===== src/design/assert_macros.svh =====
// assertion macros shared by the line rasterizer rtl
// no dependencies; define ASSERT_OFF to compile the checks out
`ifndef ASSERT_MACROS_SVH
`define ASSERT_MACROS_SVH
`ifndef ASSERT_OFF
// same-cycle implication under synchronous active-low reset
`define ASSERT_IMPL(lbl, clk, rst_n, ante, cons, msg) \
    lbl: assert property (@(posedge clk) disable iff (!rst_n) (ante) |-> (cons)) \
        else $error(msg);
// next-cycle implication under synchronous active-low reset
`define ASSERT_NEXT(lbl, clk, rst_n, ante, cons, msg) \
    lbl: assert property (@(posedge clk) disable iff (!rst_n) (ante) |=> (cons)) \
        else $error(msg);
`else
`define ASSERT_IMPL(lbl, clk, rst_n, ante, cons, msg)
`define ASSERT_NEXT(lbl, clk, rst_n, ante, cons, msg)
`endif
`endif


===== src/design/glr_pkg.sv =====
// shared types, codes and constants of the grid line rasterizer
// no dependencies
package glr_pkg;

    localparam int COORD_W          = 16;
    localparam int LEN_W            = 17;
    localparam int ERR_W            = 34;
    localparam int NEED_W           = 18;
    localparam int CNT_W            = 17;
    localparam int CELL_CAP_W       = 16;
    localparam int MAX_RASTER_STEPS = 65536;
    localparam int RES_DEPTH        = 3;
    localparam int IDX_W            = 2;
    localparam int IN_DATA_W        = 64;
    localparam int OUT_FIELDS_W     = 35;
    localparam int OUT_DATA_W       = 40;
    localparam int OUT_PAD_W        = OUT_DATA_W - OUT_FIELDS_W;
    localparam int APB_ADDR_W       = 4;
    localparam int APB_DATA_W       = 32;

    typedef enum logic {
        OP_LOAD = 1'b0,
        OP_STEP = 1'b1
    } opcode_t;

    typedef enum logic [1:0] {
        ST_OK      = 2'd0,
        ST_LIMIT   = 2'd1,
        ST_NO_LINE = 2'd2
    } status_t;

    typedef enum logic [1:0] {
        REG_COVERAGE_MODE = 2'd0,
        REG_WITH_START    = 2'd1,
        REG_WITH_END      = 2'd2,
        REG_CELL_CAP      = 2'd3
    } reg_idx_t;

    typedef logic signed [COORD_W-1:0] coord_t;

    typedef struct packed {
        logic                  coverage_mode;
        logic                  with_start;
        logic                  with_end;
        logic [CELL_CAP_W-1:0] cell_cap;
    } cfg_t;

    localparam cfg_t CFG_RESET = '{
        coverage_mode: 1'b0,
        with_start:    1'b1,
        with_end:      1'b1,
        cell_cap:      16'hFFFF
    };

    typedef struct packed {
        opcode_t opcode;
        coord_t  start_x;
        coord_t  start_y;
        coord_t  end_x;
        coord_t  end_y;
    } item_t;

    typedef struct packed {
        coord_t  cell_x;
        coord_t  cell_y;
        logic    cell_valid;
        logic    last_of_step;
        logic    line_done;
        status_t status;
    } result_t;

    // all results caused by one input beat
    typedef struct packed {
        logic [IDX_W-1:0]            count;
        result_t [RES_DEPTH-1:0]     res;
    } batch_t;

endpackage


===== src/design/glr_cfg_regs.sv =====
// apb register file of the grid line rasterizer
// depends on glr_pkg
module glr_cfg_regs (
    input  logic                            aclk,
    input  logic                            aresetn,
    input  logic                            psel,
    input  logic                            penable,
    input  logic                            pwrite,
    input  logic [glr_pkg::APB_ADDR_W-1:0]  paddr,
    input  logic [glr_pkg::APB_DATA_W-1:0]  pwdata,
    output logic [glr_pkg::APB_DATA_W-1:0]  prdata,
    output logic                            pready,
    output glr_pkg::cfg_t                   cfg
);
    import glr_pkg::*;

    cfg_t     cfg_reg;
    reg_idx_t reg_idx;
    logic     wr_en;

    assign pready  = 1'b1;
    assign reg_idx = reg_idx_t'(paddr[APB_ADDR_W-1:2]);
    assign wr_en   = psel && penable && pwrite && pready;
    assign cfg     = cfg_reg;

    // register writes in the access phase
    always_ff @(posedge aclk) begin
        if (!aresetn) begin
            cfg_reg <= CFG_RESET;
        end else if (wr_en) begin
            case (reg_idx)
                REG_COVERAGE_MODE: cfg_reg.coverage_mode <= pwdata[0];
                REG_WITH_START:    cfg_reg.with_start    <= pwdata[0];
                REG_WITH_END:      cfg_reg.with_end      <= pwdata[0];
                REG_CELL_CAP:      cfg_reg.cell_cap      <= pwdata[CELL_CAP_W-1:0];
                default:           cfg_reg               <= cfg_reg;
            endcase
        end
    end

    // read mux
    always_comb begin
        case (reg_idx)
            REG_COVERAGE_MODE: prdata = APB_DATA_W'(cfg_reg.coverage_mode);
            REG_WITH_START:    prdata = APB_DATA_W'(cfg_reg.with_start);
            REG_WITH_END:      prdata = APB_DATA_W'(cfg_reg.with_end);
            REG_CELL_CAP:      prdata = APB_DATA_W'(cfg_reg.cell_cap);
            default:           prdata = '0;
        endcase
    end

endmodule


===== src/design/glr_step_engine.sv =====
// line state and single-pass step logic: one input beat in, one batch of results out
// depends on glr_pkg and assert_macros.svh
`include "assert_macros.svh"
module glr_step_engine (
    input  logic            aclk,
    input  logic            aresetn,
    input  logic            take,
    input  glr_pkg::item_t  item,
    input  glr_pkg::cfg_t   cfg,
    output glr_pkg::batch_t batch
);
    import glr_pkg::*;

    // line state
    logic             line_active_reg, line_active_next;
    logic             first_pending_reg, first_pending_next;
    logic             line_mode_reg, line_mode_next;
    logic             x_major_reg, x_major_next;
    logic             sx_neg_reg, sx_neg_next;
    logic             sy_neg_reg, sy_neg_next;
    coord_t           pos_x_reg, pos_x_next;
    coord_t           pos_y_reg, pos_y_next;
    coord_t           origin_x_reg, origin_x_next;
    coord_t           origin_y_reg, origin_y_next;
    coord_t           target_x_reg, target_x_next;
    coord_t           target_y_reg, target_y_next;
    logic [LEN_W-1:0] major_len_reg, major_len_next;
    logic [LEN_W-1:0] minor_len_reg, minor_len_next;
    logic [LEN_W-1:0] step_index_reg, step_index_next;
    logic [LEN_W-1:0] minor_rem_reg, minor_rem_next;
    // running cross products next_x_odd*dy and next_y_odd*dx
    logic [ERR_W-1:0] lhs_reg, lhs_next;
    logic [ERR_W-1:0] rhs_reg, rhs_next;
    logic [CNT_W-1:0] cells_reg, cells_next;

    // load helpers
    logic signed [LEN_W-1:0] diff_x, diff_y;
    logic [LEN_W-1:0]        ld_dx, ld_dy, ld_major;
    logic [NEED_W-1:0]       ld_need;
    logic                    ld_x_major, ld_empty, ld_too_long;

    // walk helpers
    coord_t            nx, ny, base_cur, base_up, near_cell;
    logic [LEN_W-1:0]  dx_cur, dy_cur;
    logic [NEED_W-1:0] dbl, major_ext, rem_sum;
    logic              near_up, half_tie, rem_wrap;

    // candidate cells and walk update
    coord_t           cand_x [RES_DEPTH];
    coord_t           cand_y [RES_DEPTH];
    logic             want   [RES_DEPTH];
    coord_t           wk_pos_x, wk_pos_y;
    logic [LEN_W-1:0] wk_step_index, wk_rem;
    logic [ERR_W-1:0] wk_lhs, wk_rhs;
    logic             walk_done;

    // emission results
    coord_t           keep_x [RES_DEPTH];
    coord_t           keep_y [RES_DEPTH];
    logic [IDX_W-1:0] em_n;
    logic [CNT_W-1:0] em_cnt, limit_at;
    logic             em_lim, distinct;

    // batch description
    logic [IDX_W-1:0] res_cells, res_total;
    logic             res_done;
    status_t          res_status;

    // endpoint deltas of a load
    always_comb begin
        diff_x      = LEN_W'(item.end_x) - LEN_W'(item.start_x);
        diff_y      = LEN_W'(item.end_y) - LEN_W'(item.start_y);
        ld_dx       = diff_x[LEN_W-1] ? LEN_W'(-diff_x) : LEN_W'(diff_x);
        ld_dy       = diff_y[LEN_W-1] ? LEN_W'(-diff_y) : LEN_W'(diff_y);
        ld_x_major  = ld_dx >= ld_dy;
        ld_major    = ld_x_major ? ld_dx : ld_dy;
        ld_need     = cfg.coverage_mode ? NEED_W'(ld_dx) + NEED_W'(ld_dy) + NEED_W'(1)
                                        : NEED_W'(ld_major) + NEED_W'(1);
        ld_too_long = ld_need > NEED_W'(MAX_RASTER_STEPS);
        ld_empty    = (ld_dx == '0) && (ld_dy == '0) && !cfg.with_start
                      && !cfg.with_end;
    end

    // neighbor coordinates and center-mode error terms
    always_comb begin
        nx        = sx_neg_reg ? pos_x_reg - 16'sd1 : pos_x_reg + 16'sd1;
        ny        = sy_neg_reg ? pos_y_reg - 16'sd1 : pos_y_reg + 16'sd1;
        dx_cur    = x_major_reg ? major_len_reg : minor_len_reg;
        dy_cur    = x_major_reg ? minor_len_reg : major_len_reg;
        base_cur  = x_major_reg ? pos_y_reg : pos_x_reg;
        base_up   = x_major_reg ? ny : nx;
        dbl       = {minor_rem_reg, 1'b0};
        major_ext = NEED_W'(major_len_reg);
        near_up   = dbl > major_ext;
        half_tie  = (major_len_reg != '0) && (dbl == major_ext);
        near_cell = near_up ? base_up : base_cur;
        rem_sum   = NEED_W'(minor_rem_reg) + NEED_W'(minor_len_reg);
        rem_wrap  = rem_sum >= major_ext;
    end

    // candidate cells of one step and the walk update
    always_comb begin
        for (int k = 0; k < RES_DEPTH; k++) begin
            cand_x[k] = pos_x_reg;
            cand_y[k] = pos_y_reg;
            want[k]   = 1'b0;
        end
        wk_pos_x      = pos_x_reg;
        wk_pos_y      = pos_y_reg;
        wk_step_index = step_index_reg;
        wk_rem        = minor_rem_reg;
        wk_lhs        = lhs_reg;
        wk_rhs        = rhs_reg;
        walk_done     = 1'b0;
        if (!line_mode_reg) begin
            // center cells: nearest minor cell, both on a half tie
            want[0] = 1'b1;
            want[1] = half_tie;
            if (x_major_reg) begin
                cand_y[0] = near_cell;
                cand_y[1] = ny;
            end else begin
                cand_x[0] = near_cell;
                cand_x[1] = nx;
            end
            walk_done = step_index_reg >= major_len_reg;
            if (!walk_done) begin
                wk_step_index = step_index_reg + LEN_W'(1);
                wk_rem        = rem_wrap ? LEN_W'(rem_sum - major_ext) : LEN_W'(rem_sum);
                if (x_major_reg) begin
                    wk_pos_x = nx;
                    if (rem_wrap) wk_pos_y = ny;
                end else begin
                    wk_pos_y = ny;
                    if (rem_wrap) wk_pos_x = nx;
                end
            end
        end else begin
            // supercover cells
            want[0] = 1'b1;
            if (first_pending_reg) begin
                wk_pos_x = pos_x_reg;
            end else if ((pos_x_reg == target_x_reg) || (lhs_reg > rhs_reg
                         && pos_y_reg != target_y_reg)) begin
                wk_pos_y  = ny;
                wk_rhs    = rhs_reg + ERR_W'({dx_cur, 1'b0});
                cand_y[0] = ny;
            end else if ((pos_y_reg == target_y_reg) || (lhs_reg < rhs_reg)) begin
                wk_pos_x  = nx;
                wk_lhs    = lhs_reg + ERR_W'({dy_cur, 1'b0});
                cand_x[0] = nx;
            end else begin
                // exact corner: both side cells, then the diagonal
                want[1]   = 1'b1;
                want[2]   = 1'b1;
                cand_x[0] = nx;
                cand_y[1] = ny;
                cand_x[2] = nx;
                cand_y[2] = ny;
                wk_pos_x  = nx;
                wk_pos_y  = ny;
                wk_lhs    = lhs_reg + ERR_W'({dy_cur, 1'b0});
                wk_rhs    = rhs_reg + ERR_W'({dx_cur, 1'b0});
            end
            walk_done = (wk_pos_x == target_x_reg) && (wk_pos_y == target_y_reg);
        end
    end

    // endpoint filtering and cell limit, candidates in order
    always_comb begin
        logic drop;
        distinct = (origin_x_reg != target_x_reg) || (origin_y_reg != target_y_reg);
        limit_at = CNT_W'(cfg.cell_cap) + CNT_W'(2);
        em_cnt   = cells_reg;
        em_lim   = 1'b0;
        em_n     = '0;
        drop     = 1'b0;
        for (int k = 0; k < RES_DEPTH; k++) begin
            keep_x[k] = '0;
            keep_y[k] = '0;
        end
        for (int k = 0; k < RES_DEPTH; k++) begin
            drop = distinct && ((!cfg.with_start && cand_x[k] == origin_x_reg
                                 && cand_y[k] == origin_y_reg)
                             || (!cfg.with_end && cand_x[k] == target_x_reg
                                 && cand_y[k] == target_y_reg));
            if (want[k] && !drop && !em_lim) begin
                if (em_cnt >= limit_at) begin
                    em_lim = 1'b1;
                end else begin
                    keep_x[em_n] = cand_x[k];
                    keep_y[em_n] = cand_y[k];
                    em_n         = em_n + IDX_W'(1);
                    em_cnt       = em_cnt + CNT_W'(1);
                end
            end
        end
    end

    // next state and outcome of the beat
    always_comb begin
        line_active_next   = line_active_reg;
        first_pending_next = first_pending_reg;
        line_mode_next     = line_mode_reg;
        x_major_next       = x_major_reg;
        sx_neg_next        = sx_neg_reg;
        sy_neg_next        = sy_neg_reg;
        pos_x_next         = pos_x_reg;
        pos_y_next         = pos_y_reg;
        origin_x_next      = origin_x_reg;
        origin_y_next      = origin_y_reg;
        target_x_next      = target_x_reg;
        target_y_next      = target_y_reg;
        major_len_next     = major_len_reg;
        minor_len_next     = minor_len_reg;
        step_index_next    = step_index_reg;
        minor_rem_next     = minor_rem_reg;
        lhs_next           = lhs_reg;
        rhs_next           = rhs_reg;
        cells_next         = cells_reg;
        res_cells          = '0;
        res_done           = 1'b1;
        res_status         = ST_NO_LINE;
        if (item.opcode == OP_LOAD) begin
            origin_x_next      = item.start_x;
            origin_y_next      = item.start_y;
            target_x_next      = item.end_x;
            target_y_next      = item.end_y;
            pos_x_next         = item.start_x;
            pos_y_next         = item.start_y;
            line_mode_next     = cfg.coverage_mode;
            x_major_next       = ld_x_major;
            major_len_next     = ld_major;
            minor_len_next     = ld_x_major ? ld_dy : ld_dx;
            sx_neg_next        = item.end_x < item.start_x;
            sy_neg_next        = item.end_y < item.start_y;
            step_index_next    = '0;
            minor_rem_next     = '0;
            lhs_next           = ERR_W'(ld_dy);
            rhs_next           = ERR_W'(ld_dx);
            cells_next         = '0;
            first_pending_next = 1'b1;
            line_active_next   = 1'b0;
            if (ld_empty) begin
                res_status = ST_OK;
            end else if (ld_too_long) begin
                first_pending_next = 1'b0;
                res_status         = ST_LIMIT;
            end else begin
                line_active_next = 1'b1;
                res_done         = 1'b0;
                res_status       = ST_OK;
            end
        end else if (line_active_reg) begin
            pos_x_next         = wk_pos_x;
            pos_y_next         = wk_pos_y;
            step_index_next    = wk_step_index;
            minor_rem_next     = wk_rem;
            lhs_next           = wk_lhs;
            rhs_next           = wk_rhs;
            cells_next         = em_cnt;
            first_pending_next = 1'b0;
            res_cells          = em_n;
            res_done           = em_lim || walk_done;
            res_status         = em_lim ? ST_LIMIT : ST_OK;
            line_active_next   = !(em_lim || walk_done);
        end
    end

    // pack the batch: kept cells, then an empty result when none or on limit
    always_comb begin
        res_total = res_cells
                    + IDX_W'((res_cells == '0) || (res_status == ST_LIMIT));
        batch.count = res_total;
        for (int k = 0; k < RES_DEPTH; k++) begin
            batch.res[k].cell_valid   = IDX_W'(k) < res_cells;
            batch.res[k].cell_x       = (IDX_W'(k) < res_cells) ? keep_x[k] : '0;
            batch.res[k].cell_y       = (IDX_W'(k) < res_cells) ? keep_y[k] : '0;
            batch.res[k].last_of_step = IDX_W'(k) == res_total - IDX_W'(1);
            batch.res[k].line_done    = res_done;
            batch.res[k].status       = res_status;
        end
    end

    // control state
    always_ff @(posedge aclk) begin
        if (!aresetn) begin
            line_active_reg   <= 1'b0;
            first_pending_reg <= 1'b0;
        end else if (take) begin
            line_active_reg   <= line_active_next;
            first_pending_reg <= first_pending_next;
        end
    end

    // line geometry and walk registers
    always_ff @(posedge aclk) begin
        if (take) begin
            line_mode_reg  <= line_mode_next;
            x_major_reg    <= x_major_next;
            sx_neg_reg     <= sx_neg_next;
            sy_neg_reg     <= sy_neg_next;
            pos_x_reg      <= pos_x_next;
            pos_y_reg      <= pos_y_next;
            origin_x_reg   <= origin_x_next;
            origin_y_reg   <= origin_y_next;
            target_x_reg   <= target_x_next;
            target_y_reg   <= target_y_next;
            major_len_reg  <= major_len_next;
            minor_len_reg  <= minor_len_next;
            step_index_reg <= step_index_next;
            minor_rem_reg  <= minor_rem_next;
            lhs_reg        <= lhs_next;
            rhs_reg        <= rhs_next;
            cells_reg      <= cells_next;
        end
    end

    `ASSERT_IMPL(a_batch_nonempty, aclk, aresetn, take, batch.count != '0, "empty result batch")
    `ASSERT_IMPL(a_center_index, aclk, aresetn, line_active_reg && !line_mode_reg, step_index_reg <= major_len_reg, "center step index past major length")
    `ASSERT_IMPL(a_cover_not_at_end, aclk, aresetn, line_active_reg && line_mode_reg && !first_pending_reg, !(pos_x_reg == target_x_reg && pos_y_reg == target_y_reg), "supercover line still active at its end cell")

endmodule


===== src/design/glr_result_buf.sv =====
// result register: holds one batch and hands it out one beat per cycle while m_tready is high
// depends on glr_pkg and assert_macros.svh
`include "assert_macros.svh"
module glr_result_buf (
    input  logic                            aclk,
    input  logic                            aresetn,
    input  logic                            batch_load,
    input  glr_pkg::batch_t                 batch,
    output logic                            load_ready,
    output logic                            m_tvalid,
    input  logic                            m_tready,
    // cell_x [15:0], cell_y [31:16], line_done [32], status [34:33], zero pad
    output logic [glr_pkg::OUT_DATA_W-1:0]  m_tdata,
    // cell_valid
    output logic                            m_tuser,
    output logic                            m_tlast
);
    import glr_pkg::*;

    result_t          entries_reg [RES_DEPTH];
    logic [IDX_W-1:0] count_reg, rd_idx_reg;
    result_t          cur;
    logic             pop, last_pop;

    assign cur        = entries_reg[rd_idx_reg];
    assign m_tvalid   = count_reg != '0;
    assign pop        = m_tvalid && m_tready;
    assign last_pop   = pop && (rd_idx_reg == count_reg - IDX_W'(1));
    assign load_ready = (count_reg == '0) || last_pop;

    assign m_tdata = {{OUT_PAD_W{1'b0}}, cur.status, cur.line_done, cur.cell_y, cur.cell_x};
    assign m_tuser = cur.cell_valid;
    assign m_tlast = cur.last_of_step;

    // fill and drain counters
    always_ff @(posedge aclk) begin
        if (!aresetn) begin
            count_reg  <= '0;
            rd_idx_reg <= '0;
        end else if (batch_load) begin
            count_reg  <= batch.count;
            rd_idx_reg <= '0;
        end else if (last_pop) begin
            count_reg  <= '0;
            rd_idx_reg <= '0;
        end else if (pop) begin
            rd_idx_reg <= rd_idx_reg + IDX_W'(1);
        end
    end

    // batch payload
    always_ff @(posedge aclk) begin
        if (batch_load) begin
            for (int k = 0; k < RES_DEPTH; k++) begin
                entries_reg[k] <= batch.res[k];
            end
        end
    end

    `ASSERT_IMPL(a_rd_in_range, aclk, aresetn, count_reg != '0, rd_idx_reg < count_reg, "read index beyond batch")
    `ASSERT_IMPL(a_last_on_final, aclk, aresetn, m_tvalid, m_tlast == (rd_idx_reg == count_reg - IDX_W'(1)), "tlast not on final beat of batch")
    `ASSERT_NEXT(a_load_shows, aclk, aresetn, batch_load, m_tvalid, "loaded batch not presented")

endmodule


===== src/design/grid_line_rasterizer_unit.sv =====
// Grid line rasterizer, top level: input register, step engine, result register, apb regs.
// An accepted beat is held in the input register, then its batch in the result register.
// Throughput: one input beat per cycle while the result register can take a batch; a beat
// holds it until its results (1 to 3) are taken, so supercover corner steps give up to 3 beats.
// Reset: synchronous aresetn (active low) ends any line, empties both registers and
// returns the config registers to their reset values.
module grid_line_rasterizer_unit (
    input  logic                            aclk,
    input  logic                            aresetn,
    input  logic                            s_tvalid,
    output logic                            s_tready,
    // start_x [15:0], start_y [31:16], end_x [47:32], end_y [63:48]
    input  logic [glr_pkg::IN_DATA_W-1:0]   s_tdata,
    // opcode
    input  logic                            s_tuser,
    output logic                            m_tvalid,
    input  logic                            m_tready,
    // cell_x [15:0], cell_y [31:16], line_done [32], status [34:33], zero pad
    output logic [glr_pkg::OUT_DATA_W-1:0]  m_tdata,
    // cell_valid
    output logic                            m_tuser,
    output logic                            m_tlast,
    input  logic                            psel,
    input  logic                            penable,
    input  logic                            pwrite,
    input  logic [glr_pkg::APB_ADDR_W-1:0]  paddr,
    input  logic [glr_pkg::APB_DATA_W-1:0]  pwdata,
    output logic [glr_pkg::APB_DATA_W-1:0]  prdata,
    output logic                            pready
);
    import glr_pkg::*;

    cfg_t   cfg;
    item_t  in_item, in_item_reg;
    logic   in_valid_reg;
    logic   load_ready, take;
    batch_t batch;

    // unpack the input beat
    assign in_item.opcode  = opcode_t'(s_tuser);
    assign in_item.start_x = s_tdata[15:0];
    assign in_item.start_y = s_tdata[31:16];
    assign in_item.end_x   = s_tdata[47:32];
    assign in_item.end_y   = s_tdata[63:48];

    assign take     = in_valid_reg && load_ready;
    assign s_tready = !in_valid_reg || load_ready;

    // input register
    always_ff @(posedge aclk) begin
        if (!aresetn) begin
            in_valid_reg <= 1'b0;
        end else if (s_tready) begin
            in_valid_reg <= s_tvalid;
        end
    end

    always_ff @(posedge aclk) begin
        if (s_tvalid && s_tready) begin
            in_item_reg <= in_item;
        end
    end

    glr_cfg_regs u_cfg (
        .aclk    (aclk),
        .aresetn (aresetn),
        .psel    (psel),
        .penable (penable),
        .pwrite  (pwrite),
        .paddr   (paddr),
        .pwdata  (pwdata),
        .prdata  (prdata),
        .pready  (pready),
        .cfg     (cfg)
    );

    glr_step_engine u_engine (
        .aclk    (aclk),
        .aresetn (aresetn),
        .take    (take),
        .item    (in_item_reg),
        .cfg     (cfg),
        .batch   (batch)
    );

    glr_result_buf u_out (
        .aclk       (aclk),
        .aresetn    (aresetn),
        .batch_load (take),
        .batch      (batch),
        .load_ready (load_ready),
        .m_tvalid   (m_tvalid),
        .m_tready   (m_tready),
        .m_tdata    (m_tdata),
        .m_tuser    (m_tuser),
        .m_tlast    (m_tlast)
    );

endmodule


===== config.mk =====
export PLATFORM = sky130hd
export DESIGN_NAME = grid_line_rasterizer_unit
export DESIGN_NICKNAME = d
export VERILOG_FILES = /design/src/design/glr_pkg.sv /design/src/design/glr_cfg_regs.sv /design/src/design/glr_step_engine.sv /design/src/design/glr_result_buf.sv /design/src/design/grid_line_rasterizer_unit.sv
export VERILOG_INCLUDE_DIRS = /design/src /design/src/design
export SDC_FILE = /design/constraint.sdc
export NUM_CORES = 2
export LEC_CHECK = 0
export BUFFER_PORTS_ARGS = -buffer_cell sky130_fd_sc_hd__buf_2
export CAP_MARGIN = 5
export CORE_UTILIZATION = 35
export CTS_BUF_LIST = sky130_fd_sc_hd__clkbuf_8
export DETAILED_ROUTE_END_ITERATION = 10
export HOLD_SLACK_MARGIN = 0.08
export PLACE_DENSITY = 0.58
export REMOVE_ABC_BUFFERS = 1
export SLEW_MARGIN = 20
export SYNTH_ARGS = -nofsm -noshare
export SYNTH_HDL_FRONTEND = slang
export SYNTH_SLANG_ARGS = --single-unit
export TNS_END_PERCENT = 10

===== constraint.sdc =====
create_clock -name aclk -period 34.3 [get_ports aclk]
set_input_delay 6.86 -clock aclk [delete_from_list [all_inputs] [get_ports aclk]]
set_output_delay 6.86 -clock aclk [all_outputs]
set_load 0.005 [all_outputs]

# After elaboration in Yosys (flattened, before gate mapping)
# Memories as Yosys holds them, arrays and structs flattened. A register that Yosys moved wholly into a read port is not among the register bits.
# Cells that the tools add are included.
dict set report word_totals {
  in_bits 108
  mem_count 1
  reg_bits 344
  out_inout_bits 77
  mem_bits_rw 111
  wordCells 333
}
dict set report classes {
  addsub 26
  order_cmp 19
  mux 139
  eq_ne 37
  n_bitwise 4
  n_reduce_logical 74
}
# memory depth word_bits read_ports rd_clocked_by_memory_dff wr line_no
set memory_table {}
lappend memory_table {u_out.entries_reg 3 37 1 1 3 glr_result_buf.sv:20} ;# result_t entries_reg [RES_DEPTH];
# op count
set op_table {}
lappend op_table {{$mux 16} 44}
lappend op_table {{$mux 48} 9}
lappend op_table {{$mux 17} 22}
lappend op_table {{$mux 34} 9}
lappend op_table {{$eq 16x16->1} 16}
lappend op_table {{$bwmux 48} 4}
lappend op_table {{$mux 32} 5}
lappend op_table {{$pmux 32 s4} 1}
lappend op_table {{$ge 17x17->1} 5}
lappend op_table {{$add 17x1->17 const B} 4}
lappend op_table {{$add 34x18->34} 2}
lappend op_table {{$demux 16 s2} 2}
lappend op_table {{$ne 16x16->1} 3}
lappend op_table {{$add 17x17->18} 2}
lappend op_table {{$gt 34x34->1} 1}
lappend op_table {{$logic_not 17->1} 2}
lappend op_table {{$lt 34x34->1} 1}
lappend op_table {{$mux 2} 17}
lappend op_table {{$neg 17->17} 2}
lappend op_table {{$sub 16x16->17} 2}
lappend op_table {{$logic_and 1x1->1} 33}
lappend op_table {{$add 16x2->16 const B} 2}
lappend op_table {{$lt 16x16->1} 2}
lappend op_table {{$sub 16x2->16 const B} 2}
lappend op_table {{other kinds (39)} 107}

# Longest topological paths before layout
dict set report depth {
  ltp_word 28
  ltp_mapped 58
  depth_no_buf 55
}

# By module
# A second synthesis with hierarchy kept.
dict set report unflattened {
  cells_unflattened 4657
  hier_area_um2 40745.3
}
# mod n_inst cells_per_inst area_per_inst_um2 seq_area_each_um2
set by_module_without_submodules {}
lappend by_module_without_submodules {glr_step_engine 1 4188 33198.1 7637.3}
lappend by_module_without_submodules {glr_result_buf 1 271 4433.0 3453.3}
lappend by_module_without_submodules {grid_line_rasterizer_unit 1 71 2016.9 1971.9}
lappend by_module_without_submodules {glr_cfg_regs 1 127 1097.3 380.4}

# Worst setup path before layout
# No wires, ideal clock.
dict set report synth_path {
  path_kind {input to output}
  from {input paddr[2] (netlist bit)}
  to {output prdata[0] (netlist bit)}
  arrival_time_ns 7.630
  n_path_buf 1
  setup_slack_ns 19.810
  t_required_ns 27.440
  path_stages 2
  cell_sequence {clkbuf_1 -> mux4_2}
}
dict set report synth_via {
  elab_chain_cells 2
  elab_cells_between_ends 5
  classes_between {3 x eq/ne; 1 x mux; 1 x reduce/logical}
}
# item line_no
set synth_rtl {}
lappend synth_rtl {{from (decl)} grid_line_rasterizer_unit.sv:26} ;# input logic [glr_pkg::APB_ADDR_W-1:0] paddr,
lappend synth_rtl {{$eq 2x2->1 (tied with other cells)} glr_cfg_regs.sv:43} ;# case (reg_idx)
lappend synth_rtl {{$pmux 32 s4 (*)} glr_cfg_regs.sv:43}
lappend synth_rtl {{to (decl)} grid_line_rasterizer_unit.sv:28} ;# output logic [glr_pkg::APB_DATA_W-1:0] prdata,
# Mark *: on every way between the ends. The rest lies on a longest branch, timed or not. The select of a mux whose other input is x is not followed.

# Final worst setup path
dict set report layout_path {
  from {register u_engine.major_len_reg[15]}
  to {register u_engine.cells_reg[16] (data pin)}
}
dict set report layout_via {
  elab_chain_cells 19
  elab_cells_between_ends 40
  classes_between {2 x add/sub; 3 x order compare; 5 x eq/ne; 15 x mux; 15 x reduce/logical}
}
# item line_no
set layout_rtl {}
lappend layout_rtl {{from (decl)} glr_step_engine.sv:27} ;# logic [LEN_W-1:0] major_len_reg, major_len_next;
lappend layout_rtl {{from (signal assigned)} glr_step_engine.sv:309} ;# major_len_reg <= major_len_next;
lappend layout_rtl {{$gt 18x17->1} glr_step_engine.sv:94} ;# near_up = dbl > major_ext;
lappend layout_rtl {{$mux 16} glr_step_engine.sv:96} ;# near_cell = near_up ? base_up : base_cur;
lappend layout_rtl {{$mux 32} glr_step_engine.sv:119} ;# if (x_major_reg) begin
lappend layout_rtl {{$mux 16} glr_step_engine.sv:115} ;# if (!line_mode_reg) begin
lappend layout_rtl {{$eq 16x16->1, on equally long branches} {glr_step_engine.sv:183, glr_step_engine.sv:185}}
lappend layout_rtl {{$logic_and 1x1->1, on equally long branches} {glr_step_engine.sv:183, glr_step_engine.sv:185}}
lappend layout_rtl {{$logic_and 1x1->1, on equally long branches} {glr_step_engine.sv:184, glr_step_engine.sv:186}}
lappend layout_rtl {{$logic_or 1x1->1} glr_step_engine.sv:185} ;# || (!cfg.with_end && cand_x[k] == target_x_reg
lappend layout_rtl {{(+3 left out)} n/a}
lappend layout_rtl {{$mux 17 or $mux 1 (tied branches)} glr_step_engine.sv:187} ;# if (want[k] && !drop && !em_lim) begin
lappend layout_rtl {{$add 17x1->17 (tied with other cells)} glr_step_engine.sv:194} ;# em_cnt = em_cnt + CNT_W'(1);
lappend layout_rtl {{$mux 17 (tied with other cells)} glr_step_engine.sv:188} ;# if (em_cnt >= limit_at) begin
lappend layout_rtl {{$mux 17 or $mux 1 (tied branches)} glr_step_engine.sv:187}
lappend layout_rtl {{$add 17x1->17 (tied with other cells)} glr_step_engine.sv:194}
lappend layout_rtl {{$mux 17 or $logic_and 1x1->1 (tied branches)} {glr_step_engine.sv:188, glr_step_engine.sv:187}}
lappend layout_rtl {{$mux 17 (*)} glr_step_engine.sv:187}
lappend layout_rtl {{$mux 17 (*)} glr_step_engine.sv:254} ;# end else if (line_active_reg) begin
lappend layout_rtl {{to (signal assigned)} glr_step_engine.sv:315} ;# cells_reg <= cells_next;
lappend layout_rtl {{to (decl)} glr_step_engine.sv:34} ;# logic [CNT_W-1:0] cells_reg, cells_next;
# Marked as above.
# A chain may end at the register's enable or synchronous reset.

==> results.md <==
* Comb power frac at 43.4%
* Most common cell on crit path: a21o_1
* Count of final max-slew check failures at 0
* GRT Residual Overflow at 0
* Syn_area_per_cell at 8.83 µm²
* Area added between synthesis and finish at 10.5%
* Critical Path AT at 16.09 ns
* Slew Limit Headroom at 21.1%
* Num rows at 122
* Global-route wire length before repair at 215,000 µm
* Tightest Pin Transition at 1.17 ns
* Nets at 4,944
* Height of the die at 336 µm
* Sequential area share after synthesis at 33.9%
* Synth Warn # at 0
* Leakage power total at 16.8 nW
* H-tree lvl count at 3
* Required time of the critical path at 34.90 ns
* Clock skew at 0.0629 ns
* Remaining DRCs at 0
* Synth Flop Type: edfxtp_1
* First DRT Iteration DRCs at 3,468
* Tot GR Track Use at 25.5%
* Top post-synthesis cells by area: edfxtp_1 (32%), ha_1 (9.5%), xnor2_1 (7.1%)
* Core area at 111,000 µm²
* Post-cts gate resize count at 0
* Setup-failing EPs final at 0
* Post-CTS setup buffers at 0
* Final Hold Fails at 0
* Routed WL at 147,000 µm
* CTS Sinks at 451
* Internal power at 1.29 mW
* Number of I/O port buffers at 144
* Antenna violations before repair at 2
* Final period util at 45.2%
* Clock period minus worst slack at 15.50 ns
* Crit path max-delay family: compound AO/OA/AOI/OAI gates
* Worst slack at placement at 19.34 ns
* Post-synth EDFFs at 423
* Distinct cell type count after synthesis at 108
* Status: complete, no violations
* Yosys reg bits at 451
* Vias at 34,900
* Sw Ratio at 41.2%
* Synthesized area at 39,200 µm²
* CTS Buffer Depth at 3
* Worst-case hold slack at 0.442 ns
* # hold bufs at CTS at 0
* Max reg flops at 105
* Vias per cell at 5.73
* Crit Path Max Fanout at 29
* F_max at 64.5 MHz
* Initial core utilization at 35.3%
* Layout cells sized above 1 at 10.4%
* CP Capture Type: flip-flop
* RD Place Congestion at 1.01
* Critical Path Start Type: flip-flop
* Die X at 336 µm
* Drt first pass iters at 6
* Slowest CP cell: nor4_1
* Pwr/cell area at 50.8 nW/µm²
* Synth area leader: edfxtp_1
* VDD IR max at 46.7 µV
* Worst-path clk slew at 0.07 ns
* Sequential Power Share at 31.8%
* Detail Placement HPWL at 112,000 µm
* Routed wire per std cell at 24.2 µm
* Final worst setup slack at 18.80 ns
* Part of the power in the clock network at 24.8%
* DIE AREA at 113,000 µm²
* Async set or reset register ratio after synthesis at 0%
* Most common cell in the netlist: nor2_1
* Largest net degree at the start of global routing at 76
* Clock root buffer: clkbuf_8
* Final ANT Viol Nets at 0
* HP Class: flip-flop to flip-flop
* RSZ-0062 raised after global routing: false
* Worst path buffer plus inverter count at 4
* Worst Setup Path Type: flip-flop to flip-flop
* TritonCTS clock tree: done
* Synth top cells by count: nor2_1 (452), edfxtp_1 (423), xnor2_1 (316)
* Number of max-cap violations at 0
* Total CTS buffers at 85
* Setup TNS at 0 ns
* Vias in the first global route at 32,800
* Synthesized instance count at 4,433
* Post-synth top area share at 32.4%
* I/O pin total at 185
* Worst-skew pair later-pin latency at 0.79 ns
* Psw at 906 µW
* Max incr delay on CP at 0.89 ns
==> cells by family after synthesis <==
kind of cell,count (synthesis),share of synthesized area (%)
AOI/OAI and AO/OA,1060,17.5
xor gates and xnor gates,484,11.0
adders and majority gates,305,9.92
buffers and inverters,542,5.60
DFF,451,33.9
muxes,163,4.32
other,2,0.0192
and+or+nand+nor,1426,17.8
==> layout by cell type, fill, tap and decap left out, types with 84 or more instances in the layout <==
master | Yosys | final
nor2_1 | 452 | 448
xnor2_1 | 316 | 316
inv_1 | 292 | 308
a21oi_1 | 291 | 285
buf_4 | 28 | 95
nor4_1 | 84 | 84
nor3_1 | 87 | 87
edfxtp_1 | 423 | 423
nand2_1 | 301 | 301
mux2i_1 | 125 | 125
clkbuf_8 | 0 | 85
buf_2 | 18 | 144
nand3_1 | 123 | 123
o21ai_0 | 244 | 244
ha_1 | 296 | 296
xor2_1 | 163 | 163
==> layer usage <==
layer | vias to the layer above | GRT usage [%] | share of wire [%]
met1 | 16700 | 33.8 | 42
met5 | - | 0 | 0.0075
li1 | 16300 | - | -
met4 | 2 | 12.6 | 5.2
met2 | 1518 | 40.0 | 44
met3 | 368 | 4.36 | 8.2
==> cell type report <==
type	count	area [µm²]
inverters	294	1110
flip-flops and latches	451	13300
fillers	11400	67600
multi-input cells	3460	23900
diodes	3	7.51
clock buffers	85	1170
clock inverters	68	517
well taps	1488	1860
repair buffers	239	1430
==> final timing paths <==
kind	from	to	slack, ns	cells past startpoint
setup / recovery	u_engine.major_len_reg[15]$_DFFE_PP_	u_engine.cells_reg[16]$_SDFFCE_PN0P_	18.80	51
setup reg to reg	u_engine.major_len_reg[15]$_DFFE_PP_	u_engine.cells_reg[16]$_SDFFCE_PN0P_	18.80	51
hold / removal	in_item_reg[45]$_DFFE_PP_	u_engine.origin_y_reg[13]$_DFFE_PP_	0.44	0
hold reg to reg	in_item_reg[45]$_DFFE_PP_	u_engine.origin_y_reg[13]$_DFFE_PP_	0.44	0
==> through the flow <==
stage	cell area, µm²	std cells	utilization (%)	power [mW]
4_1_cts	43200	6085	39.0	2.20
2_1_floorplan	38100	4205	-	1.35
6_report	43300	6088	39.0	2.20
3_5_place_dp	41600	5932	37.5	1.64
5_1_grt	43300	6087	39.0	2.32
3_3_place_gp	41500	5932	37.5	1.63
==> power by group through the flow <==
stage	Clock (mW)	Sequential, mW	Combinational, mW
floorplan	0	0.695	0.657
global placement	0	0.709	0.926
detailed placement	0	0.709	0.932
CTS	0.559	0.698	0.939
global route	0.580	0.701	1.04
finish	0.545	0.700	0.953
(Power assumes the default switching activity.)
